**src/design/wha_pkg.sv**
```systemverilog
// Shared constants, types and the saturating add function of the weighted histogram accumulator.
package wha_pkg;

  localparam int BINS           = 4096;
  localparam int COUNT_BITS     = 48;
  localparam int BIN_BITS       = (BINS > 1) ? $clog2(BINS) : 1;
  localparam int CMD_BITS       = 2;
  localparam int BIN_FIELD_BITS = 16;
  localparam int WEIGHT_BITS    = 16;
  localparam int OUT_COUNT_BITS = 48;
  localparam int OUT_MAX_BITS   = 12;
  localparam int QUEUE_DEPTH    = 2;
  localparam int QPTR_BITS      = (QUEUE_DEPTH > 1) ? $clog2(QUEUE_DEPTH) : 1;
  localparam int QCNT_BITS      = $clog2(QUEUE_DEPTH + 1);

  typedef enum logic [CMD_BITS-1:0] {
    CMD_ADD   = 2'd0,
    CMD_READ  = 2'd1,
    CMD_CLEAR = 2'd2
  } cmd_e_t;

  typedef enum logic [1:0] {
    OP_READ,
    OP_ADD,
    OP_DROP,
    OP_CLEAR
  } op_t;

  typedef struct packed {
    op_t                    op;
    logic [BIN_BITS-1:0]    idx;
    logic [WEIGHT_BITS-1:0] weight;
  } entry_t;

  typedef struct packed {
    logic   valid;
    entry_t entry;
  } q_push_t;

  typedef struct packed {
    logic   valid;
    entry_t entry;
  } q_head_t;

  function automatic logic [COUNT_BITS-1:0] sat_add(input logic [COUNT_BITS-1:0] a,
                                                    input logic [WEIGHT_BITS-1:0] w);
    logic [COUNT_BITS:0] sum;
    sum = {1'b0, a} + (COUNT_BITS + 1)'(w);
    if (sum[COUNT_BITS]) begin
      return '1;
    end
    return sum[COUNT_BITS-1:0];
  endfunction

endpackage

```
**src/design/wha_queue.sv**
```systemverilog
// Short queue of classified items between the front and back ends.
module wha_queue (
  input  logic               clk,
  input  logic               rst,
  input  wha_pkg::q_push_t   push,
  input  logic               pop,
  output logic               full,
  output wha_pkg::q_head_t   head
);

  wha_pkg::entry_t                  slots [wha_pkg::QUEUE_DEPTH];
  logic [wha_pkg::QPTR_BITS-1:0]    wr_ptr;
  logic [wha_pkg::QPTR_BITS-1:0]    rd_ptr;
  logic [wha_pkg::QCNT_BITS-1:0]    count;
  logic                             do_push;
  logic                             do_pop;

  assign full       = count == wha_pkg::QCNT_BITS'(wha_pkg::QUEUE_DEPTH);
  assign head.valid = count != '0;
  assign head.entry = slots[rd_ptr];
  assign do_push    = push.valid && !full;
  assign do_pop     = pop && head.valid;

  always_ff @(posedge clk) begin
    if (do_push) begin
      slots[wr_ptr] <= push.entry;
    end
  end

  always_ff @(posedge clk) begin
    if (rst) begin
      wr_ptr <= '0;
      rd_ptr <= '0;
      count  <= '0;
    end else begin
      if (do_push) begin
        wr_ptr <= (wr_ptr == wha_pkg::QPTR_BITS'(wha_pkg::QUEUE_DEPTH - 1)) ? '0 : wr_ptr + 1'b1;
      end
      if (do_pop) begin
        rd_ptr <= (rd_ptr == wha_pkg::QPTR_BITS'(wha_pkg::QUEUE_DEPTH - 1)) ? '0 : rd_ptr + 1'b1;
      end
      if (do_push && !do_pop) begin
        count <= count + 1'b1;
      end else if (do_pop && !do_push) begin
        count <= count - 1'b1;
      end
    end
  end

endmodule

```
**config.mk**
```make
export PLATFORM = sky130hd
export DESIGN_NAME = wha_queue
export DESIGN_NICKNAME = d
export VERILOG_FILES = /design/src/design/wha_pkg.sv /design/src/design/wha_queue.sv
export SDC_FILE = /design/constraint.sdc
export NUM_CORES = 1
export LEC_CHECK = 0
export BUFFER_PORTS_ARGS = -buffer_cell sky130_fd_sc_hd__buf_2
export CAP_MARGIN = 0
export CORE_MARGIN = 1.5
export CORE_UTILIZATION = 55
export DETAILED_ROUTE_END_ITERATION = 10
export PLACE_DENSITY = 0.83
export SLEW_MARGIN = 20
export SYNTH_ARGS = -nofsm -noshare
export SYNTH_HDL_FRONTEND = slang
export SYNTH_SLANG_ARGS = --single-unit
```
**constraint.sdc**
```tcl
create_clock -name clk -period 3.55 [get_ports clk]
set_input_delay 0.5325 -clock clk [delete_from_list [all_inputs] [get_ports clk]]
set_output_delay 0.5325 -clock clk [all_outputs]
set_load 0.01 [all_outputs]
```
## After elaboration in Yosys (flattened, before gate mapping)

Memories as Yosys holds them, arrays and structs flattened. A register that Yosys moved wholly into a read port is not among the register bits.
Cells that the tools add are included.

| cells by class | value |
|---|---|
| $add $sub $neg | 4 |
| equal/unequal tests | 1 |
| muxes and demuxes | 8 |
| reductions and logical operators | 9 |

Operators with widths:

| operator | number |
|---|---|
| 2-to-1 mux 1 bit | 6 |
| logical AND 1 bit | 4 |
| 2-to-1 mux 2 bit | 2 |
| nonzero test 2 bit | 2 |
| logical NOT 1 bit | 3 |
| adder 1 bit, second input constant | 2 |
| adder 2 x 1 -> 2 bit, second input constant | 1 |
| equality test 2 bit, second input constant | 1 |
| subtractor 2 x 1 -> 2 bit, second input constant | 1 |

| storage, ports and cells | value |
|---|---|
| bits in registers | 4 |
| bits in writable memories | 60 |
| output and inout port bits | 32 |
| memories | 1 |

Memory list:

| name | depth | bits a word | read ports | clocked after Yosys merged registers in | wr ports | line | RTL |
|---|---|---|---|---|---|---|---|
| slots | 2 | 30 | 1 | 1 | 1 | wha_queue.sv:11 | `wha_pkg::entry_t slots [wha_pkg::QUEUE_DEPTH];` |

## Logic depth before layout (Yosys ltp)

| logic depth | value |
|---|---|
| word-level depth | 7 |
| gate-level depth with buffers | 6 |
| depth with buffers taken out | 6 |

## Least setup slack after synthesis

No wires, ideal clock.

| path | value |
|---|---|
| path type | input port to flip-flop |
| start point | in push[30] (netlist bit) |
| end point | mem slots[0][0] (netlist bit) (enable) |
| setup time | 0.385 ns |
| arrival time | 1.534 ns |
| slack | 1.632 ns |
| stages | 3 |
| path buffers | 0 |
| cells stage by stage | inv_1 or3_1 inv_1 |

| on the way | value |
|---|---|
| longest elaborated chain between the ends | 3 |

RTL lines:

| item | line | RTL |
|---|---|---|
| start: declaration | wha_queue.sv:5 | `input wha_pkg::q_push_t push,` |
| logical AND 1 bit | wha_queue.sv:21 | `assign do_push = push.valid && !full;` |
| 2-to-1 mux 1 bit | wha_queue.sv:25 | `if (do_push) begin` |
| 2-to-1 mux 1 bit (implied by the code) | wha_queue.sv:26 | `slots[wr_ptr] <= push.entry;` |
| end: declaration | wha_queue.sv:11 |  |

Every way passes these cells.

==> metrics.md <==
| Metric | Value |
|---|---|
| Total power per unit cell area | between 700 and 800 mW/mm^2 |
| Final hold violations | 0 |
| Pin count of the biggest net entering global routing | 31 |
| Total grt overflow | 0 |
| Met3 WL | between 200 and 250 um |
| Fraction of synthesis flops using an asynchronous set or reset pin | 0% |
| Vias per std cell | about 5.1 |
| Root Driver | sky130_fd_sc_hd__clkbuf_8 |
| Data arrival time of the critical path | approximately 1700 ps |
| Count of routing violations after the opening detailed-route iteration | 55 |
| DRC errors left | 0 |
| Tightest Pin Transition | between 400 and 500 ps |
| Switch share | 26.5% |
| Post-CTS clock slew at the launch and capture registers of the worst setup and hold paths | roughly 60 ps |
| I/O Buffers | 65 |
| Count of boundary I/O pins | 66 |
| Combinational group share of total power | about a quarter |
| Logic depth of the worst register-to-register path | 4 |
| Die W | 68.7 um |
| Post-detailed-route count of antenna-violating nets | 0 |
| Worst setup path endpoint | head[10] |
| LEAKAGE | approximately 1.1 nW |
| Number of gates resized after cts | 0 |
| Mean cell area of the mapped netlist | between 20 and 25 sq um |
| Placer's final routability congestion estimate | roughly 0.65 |
| Critical path endpoint category | primary output |
| Sequential Power Share | 48.2% |
| Non-filler cells in the finished layout | 249 |
| Clock tree sinks | 65 |
| Library cell with the largest summed area after synthesis | sky130_fd_sc_hd__edfxtp_1 |
| Hold bufs inserted after CTS | 0 |
| Effective utilization at floorplan | 58.1% |
| Final Skew | ~4 ps |
| Most used DFF post-synth | sky130_fd_sc_hd__edfxtp_1 |
| Reg-to-reg critical path endpoint | slots[0][17]$_DFFE_PP_ |
| Maximum count of clock buffers along a single path | 2 |
| Setup repair after global routing missed its margin | false |
| Number of distinct library cell variants in the gate-level netlist after synthesis | 14 |
| Number of standard cells after synthesis | 118 |
| Syn-to-layout area delta | 24.1% |
| Slew Limit Fails | 0 |
| Worst vdd ir | 0.566 mV |
| # Max-Cap Violations | 0 |
| Total GRT Usage | between 10% and 20% |
| Final Routed Wirelength | approximately 3900 um |
| Vias in the first global route | about 1300 |
| Area share of the largest cell type after synthesis | between 70 and 80% |
| 1st-pass router iterations | 4 |
| Detailed route wirelength on metal2 | between 2000 and 2500 um |
| Synthesized Nets | 153 |
| Post-CTS setup repair buffer count | 0 |
| Time the worst path needs with I/O delays and setup | roughly 2200 ps |
| Share of final-layout standard cells stronger than drive strength 1 | 55.8% |
| Most common cell in the synthesized netlist | sky130_fd_sc_hd__edfxtp_1 |
| CTS tree | done |
| Worst Setup Path Type | flop to primary output |
| Cell Count Post-Placement | around 230 |
| First-pass GRT wire length | 5670 um |
| Hold WC Path Type | input pin to flop |
| Top metal layer carrying routed signals | met4 |
| # setup viols final | 0 |
| Area of the placeable core | 0.00409 sq mm |
| Synth Cell Area | ~0.0024 sq mm |
| Number of clock buffers inserted by TritonCTS | 9 |
| Number of instances on the worst hold path | 1 |
| Initial antenna violation count | 0 |
| Later-pin clock latency in the skew report | 320 ps |
| Cell breakdown of the critical path | buf_4 > mux2_2 > buf_2 |
| Number of enable flip-flop cells after synthesis | 60 |
| Net switching power figure | 0.555 mW |
| Number of vias in the routed layout | around 1300 |
| Max Clk Rate | about 450 MHz |
| Startpoint class of the critical path | flop |
| Std cell rows | 23 |
| Run status | complete, no violations |
| WP data required | roughly 3000 ps |
| Sum of net half-perimeters after detailed placement | 2690 um |
| Count of nets after finishing | 229 |
| Antenna Diode Count | 0 |
| Largest fanout on the critical path | 24 |
| Clk network pwr share | a little over a quarter |
| Period utilisation layout | between 60 and 70% |
| Register-to-register setup slack | approximately 1900 ps |
| Delay of the slowest cell on the worst path | approximately 470 ps |
| Most common library cells after synthesis | sky130_fd_sc_hd__edfxtp_1 (60), sky130_fd_sc_hd__mux2_2 (30), sky130_fd_sc_hd__dfxtp_1 (5) |
| WL met1 | between 1500 and 2000 um |
| Overall die height | approximately 69 um |
| Number of synthesis warnings | 0 |
| Routed WL per cell | 15.5 um |
| H-tree levels | 3 |
| Floorplan die area | approximately 0.0047 sq mm |
| Crit path max-delay cell type | sky130_fd_sc_hd__dfxtp_1 |
| Sequential-to-total area share from yosys stat | between 80% and 90% |
| Max-slew headroom at the worst pin | 73.3% |
| Internal Dissipation | roughly 1.5 mW |
| Top cells by area, synth | sky130_fd_sc_hd__edfxtp_1 (76%), sky130_fd_sc_hd__mux2_2 (14%), sky130_fd_sc_hd__dfxtp_1 (4.2%), sky130_fd_sc_hd__xor2_1 (1.1%), sky130_fd_sc_hd__buf_2 (0.63%) |
| Total Negative Setup Slacks | 0 ps |
| Yosys reg bits | 65 |
| Worst flop-to-flop path startpoint | count[1]$_SDFFE_PP0P_ |
## power groups by stage
stage                     Combinational (mW)  Clock [mW]  Sequential [mW]
final                                  0.526       0.557             1.01
after floorplan                        0.353           0             1.01
after global routing                   0.573       0.606             1.02
after CTS                              0.534       0.571             1.01
after global placement                 0.515           0             1.02
after detailed placement               0.532           0             1.02
## worst min-delay path by stage
stage,startpoint,end
floorplan,wr_ptr$_SDFFE_PP0N_,wr_ptr$_SDFFE_PP0N_
global placement,wr_ptr$_SDFFE_PP0N_,wr_ptr$_SDFFE_PP0N_
detailed placement,wr_ptr$_SDFFE_PP0N_,wr_ptr$_SDFFE_PP0N_
CTS,push[12],slots[1][12]$_DFFE_PP_
global route,push[12],slots[1][12]$_DFFE_PP_
finish,push[12],slots[1][12]$_DFFE_PP_
## layout make-up
type,count,area [sq um]
timing repair buffer,68,348
clock buffer,11,131
multi-input combinational,48,450
clock inverter,5,46.3
fill,257,1140
tap,50,62.6
sequential,65,1900
inverter,2,7.51
## critical path, delay by kind of cell, from the launching register on
kind | cells | cell delay [ps]
buffers and inverters | 2 | 520
DFF | 1 | 470
muxes | 1 | 380
## sequential cells by signal, summed over array words and instances (netlist names), named ones only
name / count
slots: 60
count: 2
rd_ptr: 1
wr_ptr: 1
## placed cells by master, fill, tap and decap left out, drive strengths merged
cell,netlist,final
or2,1,1
o21ai,3,3
inv,2,2
buf,3,68
dfxtp,5,5
xor2,3,3
or3,2,2
clkinv,0,4
edfxtp,60,60
mux2,30,30
a21oi,2,2
and2,1,1
nor2b,1,1
clkbuf,0,11
nor2,4,4
ha,1,1
bufinv,0,1
## routing by layer
layer / vias up / GRT usage, %
li1: 608 / -
met1: 609 / 19.5
met2: 41 / 30.0
met3: 6 / 6.01
met4: 0 / 12.3
met5: - / 0
## kinds of logic after synthesis
kind of cell | after synthesis | share of synthesized area, %
XOR/XNOR | 3 | 1.11
AO/OA/AOI/OAI | 5 | 1.05
AND/OR/NAND/NOR | 9 | 2.05
multiplexers | 30 | 14.2
adder cells (fa/ha/maj) | 1 | 0.527
buffers and inverters | 5 | 0.948
flip-flops | 65 | 80.1
## per-stage QoR
step | hold slack (ps) | power [mW] | util (%) | worst slack [ps] | cell area [sq um]
final | 394 | 2.09 | 72.1 | 1330 | 2950
after detailed placement | 492 | 1.56 | 67.8 | 1650 | 2770
after global placement | 475 | 1.53 | 67.8 | 1670 | 2770
after floorplan | 452 | 1.36 | - | 1630 | 2370
after CTS | 377 | 2.12 | 72.1 | 1290 | 2950
after global routing | 377 | 2.20 | 72.1 | 1210 | 2950
No activity file was read; power rests on OpenSTA's default activity.
