===== src/design/wha_pkg.sv =====
// Shared constants, types and the saturating add function of the weighted histogram accumulator.
package wha_pkg;

  localparam int BINS           = 4096;
  localparam int COUNT_BITS     = 48;
  localparam int BIN_BITS       = (BINS > 1) ? $clog2(BINS) : 1;
  localparam int CMD_BITS       = 2;
  localparam int BIN_FIELD_BITS = 16;
  localparam int WEIGHT_BITS    = 16;
  localparam int OUT_COUNT_BITS = 48;
  localparam int OUT_MAX_BITS   = 12;
  localparam int QUEUE_DEPTH    = 2;
  localparam int QPTR_BITS      = (QUEUE_DEPTH > 1) ? $clog2(QUEUE_DEPTH) : 1;
  localparam int QCNT_BITS      = $clog2(QUEUE_DEPTH + 1);

  typedef enum logic [CMD_BITS-1:0] {
    CMD_ADD   = 2'd0,
    CMD_READ  = 2'd1,
    CMD_CLEAR = 2'd2
  } cmd_e_t;

  typedef enum logic [1:0] {
    OP_READ,
    OP_ADD,
    OP_DROP,
    OP_CLEAR
  } op_t;

  typedef struct packed {
    op_t                    op;
    logic [BIN_BITS-1:0]    idx;
    logic [WEIGHT_BITS-1:0] weight;
  } entry_t;

  typedef struct packed {
    logic   valid;
    entry_t entry;
  } q_push_t;

  typedef struct packed {
    logic   valid;
    entry_t entry;
  } q_head_t;

  function automatic logic [COUNT_BITS-1:0] sat_add(input logic [COUNT_BITS-1:0] a,
                                                    input logic [WEIGHT_BITS-1:0] w);
    logic [COUNT_BITS:0] sum;
    sum = {1'b0, a} + (COUNT_BITS + 1)'(w);
    if (sum[COUNT_BITS]) begin
      return '1;
    end
    return sum[COUNT_BITS-1:0];
  endfunction

endpackage


===== src/design/wha_if.sv =====
// Request and response channel interfaces of the weighted histogram accumulator.
interface wha_req_if;
  logic                                valid;
  logic                                ready;
  logic [wha_pkg::CMD_BITS-1:0]        cmd;
  logic [wha_pkg::BIN_FIELD_BITS-1:0]  bin;
  logic [wha_pkg::WEIGHT_BITS-1:0]     weight;

  modport source (output valid, output cmd, output bin, output weight, input ready);
  modport sink   (input valid, input cmd, input bin, input weight, output ready);
endinterface



===== src/design/wha_front.sv =====
// Front end: accepts request items and classifies them into queue entries.
module wha_front (
  wha_req_if.sink            req,
  input  logic               q_full,
  input  logic               init_busy,
  output wha_pkg::q_push_t   push
);

  logic in_range;
  logic accept;

  assign in_range  = 32'(req.bin) < 32'(wha_pkg::BINS);
  assign req.ready = !q_full && !init_busy;
  assign accept    = req.valid && req.ready;

  always_comb begin
    push.valid        = accept;
    push.entry.idx    = wha_pkg::BIN_BITS'(req.bin);
    push.entry.weight = req.weight;
    case (req.cmd)
      wha_pkg::CMD_CLEAR: begin
        push.entry.op = wha_pkg::OP_CLEAR;
      end
      wha_pkg::CMD_ADD: begin
        if (!in_range) begin
          push.entry.op = wha_pkg::OP_DROP;
        end else if (req.weight != '0) begin
          push.entry.op = wha_pkg::OP_ADD;
        end else begin
          push.entry.op = wha_pkg::OP_READ;
        end
      end
      default: begin
        push.entry.op = in_range ? wha_pkg::OP_READ : wha_pkg::OP_DROP;
      end
    endcase
  end

endmodule


===== src/flat_wrapper.sv =====
// flat-port wrapper written by rule: the top's interface ports become plain ports
module wha_front_flat 
  (q_full, init_busy, push, req_valid, req_cmd, req_bin, req_weight, req_ready);
  wha_req_if req_i ();
  input  logic q_full;
  input  logic init_busy;
  output wha_pkg::q_push_t push;
  input wire logic [$bits(req_i.valid)-1:0] req_valid;
  input wire logic [$bits(req_i.cmd)-1:0] req_cmd;
  input wire logic [$bits(req_i.bin)-1:0] req_bin;
  input wire logic [$bits(req_i.weight)-1:0] req_weight;
  output wire logic [$bits(req_i.ready)-1:0] req_ready;
  assign req_i.valid = req_valid;
  assign req_i.cmd = req_cmd;
  assign req_i.bin = req_bin;
  assign req_i.weight = req_weight;
  assign req_ready = req_i.ready;
  wha_front u_core (.req(req_i), .q_full(q_full), .init_busy(init_busy), .push(push));
endmodule

===== config.mk =====
export PLATFORM = sky130hd
export DESIGN_NAME = wha_front_flat
export DESIGN_NICKNAME = d
export VERILOG_FILES = /design/src/design/wha_pkg.sv /design/src/design/wha_if.sv /design/src/design/wha_front.sv /design/src/flat_wrapper.sv
export SDC_FILE = /design/constraint.sdc
export NUM_CORES = 1
export LEC_CHECK = 0
export BUFFER_PORTS_ARGS = -buffer_cell sky130_fd_sc_hd__buf_2
export CAP_MARGIN = 20
export CORE_AREA = 2 2 41 43
export DETAILED_ROUTE_END_ITERATION = 10
export DIE_AREA = 0 0 43 45
export GPL_TIMING_DRIVEN = 0
export PLACE_DENSITY_LB_ADDON = 0.05
export SETUP_SLACK_MARGIN = 0.4
export SLEW_MARGIN = 20
export SYNTH_ARGS = -nofsm -noshare
export SYNTH_HDL_FRONTEND = slang
export SYNTH_SLANG_ARGS = --single-unit

===== constraint.sdc =====
create_clock -name vclk -period 0.93
set_input_delay 0.2325 -clock vclk [all_inputs]
set_output_delay 0.2325 -clock vclk [all_outputs]
set_load 0.05 [all_outputs]

==> out/summary.txt, run 1 <==
Outcome: stopped before the end
Failing step: clock tree synthesis (4_1_cts)
First reported error: [ERROR DPL-0038] Utilization greater than 100%, impossible to legalize
Starting utilization of the core area: 20.7%
Combined area of all synthesized cells: 304 um^2
Final estimated routing congestion in global placement: 0.602
Syn avg cell area: 7.42 um^2
Number of placement rows: 14
Post-synthesis net count: 78
Post-CTS repair timing setup buffer count: 2
Sequential element share of the synthesized area: 0%
Placed Cells: 114
I/O pins: 69
Die X: 43 um
Distinct cells, synth: 9
Height of the die: 45 um
IO Port Bufs: 57
Number of hold buffers added after CTS: 0
Synth warnings: 0
Count of mapped cells out of synthesis: 41
Count of cells resized by post-cts repair: 180
## logic make-up after synthesis
| family | share of synthesized area, % |
|---|---|
| AO/OA/AOI/OAI | 1.64 |
| buffers and inverters | 71.6 |
| AND/OR/NAND/NOR | 26.7 |
## synthesized netlist by cell type
cell type	n	area [um^2]
buf_4	29	218
nor4_1	4	25.0
nand2b_1	2	12.5
and2_1	1	6.26
and4_1	1	8.76
nand2_1	1	3.75
nor2_1	1	3.75
nor4_4	1	21.3
o21ai_1	1	5.00
## through the flow
stage	setup WS (ps)	area [um^2]	setup TNS, ps
floorplan	-240	673	-536
global placement	-543	978	-941
detailed placement	-535	978	-941
==> run 2, diff against run 1 <==
--- a/config.mk
+++ b/config.mk
@@ -7,12 +7,11 @@
 export LEC_CHECK = 0
 export BUFFER_PORTS_ARGS = -buffer_cell sky130_fd_sc_hd__buf_2
 export CAP_MARGIN = 20
-export CORE_AREA = 2 2 41 43
+export CORE_AREA = 2 2 63 65
 export DETAILED_ROUTE_END_ITERATION = 10
-export DIE_AREA = 0 0 43 45
+export DIE_AREA = 0 0 65 67
 export GPL_TIMING_DRIVEN = 0
-export PLACE_DENSITY_LB_ADDON = 0.05
-export SETUP_SLACK_MARGIN = 0.4
+export PLACE_DENSITY_LB_ADDON = 0.15
 export SLEW_MARGIN = 20
 export SYNTH_ARGS = -nofsm -noshare
 export SYNTH_HDL_FRONTEND = slang
==> constraint.sdc (replaced) <==
create_clock -name vclk -period 1.2
set_input_delay 0.3 -clock vclk [all_inputs]
set_output_delay 0.3 -clock vclk [all_outputs]
set_load 0.05 [all_outputs]
==> run 2 against run 1 <==
Effect of this change:
- the flow now finishes, with violations (negative setup slack)
- synthesized area unchanged
- synthesized cell count unchanged
==> out/summary.txt, run 2 <==
Violated checks: negative setup slack
Number of global-route vias before repair: 382
Post-synthesis net count: 78 (unchanged)
Fin. Hold Viols: 0
Total of max-cap violations: 0
Power Density: 534 nW/um^2
Count of mapped cells out of synthesis: 41 (unchanged)
Fin util: 22.4%
Final estimated routing congestion in global placement: 0.589 (-2.1%)
Minimum clock period after layout: 1450 ps
Total wirelength of the detailed-routed design: 1130 um
Clk network pwr share: 0%
Worst hold path type: input pin to output pin
Die X: 65 um (+51%)
Max-Slew Margin vs Limit: 83.0%
DRC violation count after routing: 0
Data required time at the worst endpoint: 900 ps
Share of the clock period used by the worst path after layout: 121%
Area growth, synth to finish: 166%
Setup repair after global routing missed its margin: yes
First-pass GRT wire length: 1590 um
Commonest cells after routing, fill and taps aside: 46 x buf_2, 29 x buf_4, 9 x buf_6, 5 x nor4_4
Initial antenna violation count: 0
Worst Setup Slack, final: -255 ps
Seq Cell Count: 0
DP Area: 668 um^2 (-32%)
Logic gate share of total power: 100.0%
Die area: 4360 um^2
Total leakage power: 0.423 nW
Share of final-layout standard cells stronger than drive strength 1: 96.9%
Congestion Overflow GR: 0
Biggest fanout along the worst timing path: 2
Worst Path Class, Setup: input pin to output pin
Leading cell type in the layout, fill and taps excluded: buf_2
Post-synth top cells: 29 x buf_4, 4 x nor4_1, 2 x nand2b_1
Number of hold buffers added after CTS: 0 (unchanged)
GRT Total Usage: 4.44%
Final HPWL DP: 1000 um
Placed Cells: 146 (+28%)
Post-DR wirelength/cell: 7.75 um
I/O pins: 69 (unchanged)
Via count: 448
Non-filler instance count after layout: 146
Largest net degree at the start of global routing: 3
Startpoint kind of the worst setup timing path: input pin
Fmax: 687 MHz
Critical path arrival: 1150 ps
Post-synth top area cell: buf_4
Sequential cell area: 0 um^2
Height of the die: 67 um (+49%)
Synth warnings: 0 (unchanged)
IO Port Bufs: 57 (unchanged)
Number of DRC markers after the initial detailed-route iteration: 5
Combined area of all synthesized cells: 304 um^2 (unchanged)
Vias per std cell: 3.07
Most area-consuming cells after synthesis: buf_4 72%, nor4_1 8.2%, nor4_4 7.0%, nand2b_1 4.1%, and4_1 2.9%
Seq pwr share: 0%
Transition time of the tightest slew-check pin: 257 ps
DR pass1 iterations: 2
Switching part of the total power: 62.7%
Most instantiated library cell after synthesis: buf_4
Distinct cells, synth: 9 (unchanged)
Layout clock buffers: 0
Number of placement rows: 22 (+8)
Switching power total: 0.271 mW
Starting utilization of the core area: 8.43% (-12 points)
Outcome: finished, violations left
Syn avg cell area: 7.42 um^2 (unchanged)
Sequential element share of the synthesized area: 0% (unchanged)
Number of nets in the layout: 137
Final setup violation count: 2
Final non-filler cell area: 810 um^2
Fillers: 406
Internal power of the cells: 0.162 mW
Multi-input combinational cell area: 170 um^2
Category of the worst setup path capture point: output pin
Share of the synthesized area in the top cell type: 71.6% (unchanged)
VDD IR-drop max: 0.121 mV
Area of the placeable core: 3610 um^2
Antenna-violating nets left: 0
Diode insertion count for antenna repair: 0
Setup TNS after final layout: -285 ps
Count of pins over their slew limit: 0
PnR Total Power: 0.433 mW
run 2: cell counts after synthesis:
Identical to the previous run, type by type.
run 2: cells by family after synthesis:
| group | count (synthesis) | synth area share, % |
|---|---|---|
| AO/OA/AOI/OAI | 1 | 1.64 |
| AND/OR/NAND/NOR | 11 | 26.7 |
| buffers and inverters | 29 | 71.6 |
run 2: path summary, 6_finish.rpt:
path                           from        to  slack, ps  cells after the start
worst max-delay path  req_weight[7]  push[28]       -250                      5
worst min-delay path     req_bin[6]  push[22]        900                      2
run 2: metrics by stage:
stage	setup slack (ps)	hold WS (ps)
6_report	-255	901
5_1_grt	-304	905
4_1_cts	-263	902
3_5_place_dp	-479	902
3_3_place_gp	-461	903
2_1_floorplan	-105	655
run 2: worst max-delay path, stage by stage:
cell,delay [ps]
buf_8,100
nor4_4,280
and4_4,270
o21ai_4,50
buf_6,150
run 2: power by group through the flow:
stage / registers [mW] / logic (mW) / clock network, mW
global route: 0 / 0.453 / 0
floorplan: 0 / 0.289 / 0
detailed placement: 0 / 0.389 / 0
finish: 0 / 0.433 / 0
CTS: 0 / 0.431 / 0
global placement: 0 / 0.388 / 0
run 2: final cells by class:
class	count	share of cell area [%]
timing repair buffer	57	44.7
buffer	29	26.9
tap	48	7.42
multi-input combinational	12	21.0
run 2: metal layers:
| layer | wire (um) | GRT usage (%) | up-vias |
|---|---|---|---|
| met5 | 0 | 0 | - |
| met4 | 0 | 0 | 0 |
| met3 | 162 | 0.507 | 0 |
| met2 | 607 | 8.63 | 38 |
| met1 | 363 | 5.50 | 189 |
| li1 | - | - | 221 |
run 2: repair_timing:
action                                  CTS  global route
pin swaps                                 8             2
endpoints found under the setup margin    3             3
resized for setup                        24             4
buffers inserted                          0             0
Note: power is estimated with default switching activity, not from simulation.
==> run 3, diff against run 2 <==
--- a/config.mk
+++ b/config.mk
@@ -5,6 +5,7 @@
 export SDC_FILE = /design/constraint.sdc
 export NUM_CORES = 1
 export LEC_CHECK = 0
+export ABC_AREA = 1
 export BUFFER_PORTS_ARGS = -buffer_cell sky130_fd_sc_hd__buf_2
 export CAP_MARGIN = 20
 export CORE_AREA = 2 2 63 65
==> run 3 against run 2 <==
Effect of this change:
- the flow still finishes with violations (negative setup slack)
- setup slack better by 150 ps
- critical path depth increased by 3
- sequential share of layout area is the same
- non-clock buffer count is the same
- maximum frequency is 12% higher
- sequential cell count unchanged
- synthesized cell count increased by 34%
- global-route usage down 0.18 points
- power fell by 3.2%
- synthesized area increased by 6.2%
- wire length shrank 6.2%
- hold slack is essentially flat
- critical path type unchanged
- critical endpoint unchanged
- largest cell class unchanged
- largest power group unchanged
==> out/summary.txt, run 3 <==
Seq Cell Count: 0 (unchanged)
Outcome: finished, violations left
DR pass1 iterations: 4 (+2)
Number of placement rows: 22 (unchanged)
Most Crowded Layer GR: met2
Fin. Hold Viols: 0 (unchanged)
Total leakage power: 0.434 nW (+2.5%)
IO Port Bufs: 57 (unchanged)
Die area: 4360 um^2 (unchanged)
I/O pins: 69 (unchanged)
Share of the clock period used by the worst path after layout: 108% (-13 points)
Setup repair after global routing missed its margin: yes
Most instantiated library cell after synthesis: buf_4
Diode insertion count for antenna repair: 0 (unchanged)
Commonest cells after routing, fill and taps aside: 47 x buf_2, 29 x buf_4, 8 x nand2_1, 8 x buf_6, 7 x nor2_1
Worst hold path type: input pin to output pin
Leading cell type in the layout, fill and taps excluded: buf_2
Critical path arrival: 1000 ps (-150 ps)
Startpoint kind of the worst setup timing path: input pin
Share of final-layout standard cells stronger than drive strength 1: 84.8% (-12 points)
Congestion Overflow GR: 0 (unchanged)
Total wirelength of the detailed-routed design: 1060 um (-6.2%)
Biggest fanout along the worst timing path: 2 (unchanged)
Transition time of the tightest slew-check pin: 255 ps (-2.31 ps)
Number of nets in the layout: 151 (+10%)
Final HPWL DP: 961 um (-4.3%)
Largest net degree at the start of global routing: 3 (unchanged)
Worst Path Class, Setup: input pin to output pin
Power Density: 543 nW/um^2 (+1.7%)
Routing usage on met2: 9.79% (+1.2 points)
Sequential cell area: 0 um^2 (unchanged)
Data required time at the worst endpoint: 900 ps (about the same)
Initial antenna violation count: 0 (unchanged)
Die X: 65 um (unchanged)
Met1 Resource Use GR: 4.30% (-1.2 points)
Syn avg cell area: 5.87 um^2 (-21%)
VDD IR-drop max: 0.179 mV (+48%)
Most area-consuming cells after synthesis: buf_4 67%, nor2_1 15%, nand2_1 10%, nor3b_1 2.3%, nor2_2 1.9%
Combined area of all synthesized cells: 323 um^2 (+6.2%)
Sequential element share of the synthesized area: 0% (unchanged)
Post-synth top cells: 29 x buf_4, 13 x nor2_1, 9 x nand2_1
Count of mapped cells out of synthesis: 55 (+34%)
Layout clock buffers: 0 (unchanged)
Area growth, synth to finish: 139%
Area of the placeable core: 3610 um^2 (unchanged)
DP Area: 673 um^2 (+0.75%)
Category of the worst setup path capture point: output pin
Number of global-route vias before repair: 400 (+4.7%)
Distinct cells, synth: 7 (-2)
Synth warnings: 0 (unchanged)
Vias per std cell: 2.95 (-3.9%)
Final setup violation count: 1 (-1)
Total of max-cap violations: 0 (unchanged)
Post-synthesis net count: 92 (+18%)
Starting utilization of the core area: 8.95% (+0.52 points)
Antenna-violating nets left: 0 (unchanged)
Fillers: 426 (+4.9%)
PnR Total Power: 0.419 mW (-3.2%)
Max-Slew Margin vs Limit: 83.1% (+0.15 points)
Fin util: 21.4% (-1.1 points)
Final non-filler cell area: 771 um^2 (-4.8%)
Post-synth top area cell: buf_4
Global-route track usage on met3: 0.169% (-0.34 points)
Fmax: 769 MHz (+12%)
Via count: 472 (+5.4%)
Post-CTS repair timing setup buffer count: 0 (unchanged)
Height of the die: 67 um (unchanged)
GRT Total Usage: 4.26% (-0.18 points)
First-pass GRT wire length: 1560 um (-2.1%)
Post-DR wirelength/cell: 6.64 um (-14%)
Number of DRC markers after the initial detailed-route iteration: 6 (+1)
Count of pins over their slew limit: 0 (unchanged)
Final estimated routing congestion in global placement: 0.611 (+3.6%)
DRC violation count after routing: 0 (unchanged)
Minimum clock period after layout: 1300 ps (-154 ps)
Violated checks: negative setup slack
Share of the synthesized area in the top cell type: 67.4% (-4.2 points)
Worst Setup Slack, final: -101 ps (+154 ps)
-- run 3: changes by cell type after synthesis, sizes merged, moves of 2 or more --
cell,change
nor4,-5
nand2,+8
nand2b,-2
nor2,+13
-- run 3: worst max-delay path, cell delays in order --
cell	delay, ps
buf_8	100
nor2_4	80
nand2_1	60
nor2_1	110
nand2_1	70
nand2_1	70
nand2_2	60
buf_8	150
-- run 3: final cells by class --
class                           instances  area (um^2)  share of cell area (%)
Tap cell                               48         60.1                    7.79
Timing Repair Buffer                   57          355                    46.1
Multi-Input combinational cell         25          134                    17.4
Inverter                                1         3.75                   0.487
Buffer                                 29          218                    28.2
-- run 3: per-layer routing --
| metal | share of wire, % | up-vias |
|---|---|---|
| li1 | - | 253 |
| met1 | 30 | 190 |
| met2 | 60 | 29 |
| met3 | 11 | 0 |
| met4 | 0 | 0 |
| met5 | 0 | - |
-- run 3: cell families (layout without fill, tap and decap cells) --
family | after synthesis | after routing | share of synthesized area (%)
AND/OR/NAND/NOR | 25 | 25 | 31.4
buffers and inverters | 30 | 87 | 68.6
-- run 3: path summary, 6_finish.rpt --
kind | startpoint | to | slack (ps) | depth (start not counted)
worst max-delay path | req_weight[15] | push[28] | -100 | 8
worst min-delay path | req_bin[7] | push[23] | 900 | 2
-- run 3: timing repair --
| item | 4_1_cts | 5_1_grt |
|---|---|---|
| gates resized for setup | 13 | 10 |
| setup endpoints to repair | 2 | 2 |
| hold buffers | 0 | 0 |
| pin swaps | 13 | 7 |
-- run 3: stage by stage --
stage | TNS, ps | cells | hold WS [ps] | setup WS [ps]
finish | -101 | 160 | 902 | -101
global route | -202 | 160 | 904 | -202
CTS | -128 | 160 | 902 | -128
detailed placement | -274 | 160 | 903 | -205
global placement | -254 | 160 | 903 | -196
floorplan | 0 | 55 | 692 | 77.6
-- run 3: power breakdown --
| group | switching (mW) | leakage [nW] | internal (mW) | total (mW) |
|---|---|---|---|---|
| clock network | 0 | 0 | 0 | 0 |
| registers | 0 | 0 | 0 | 0 |
| logic | 0.261 | 0.434 | 0.158 | 0.419 |
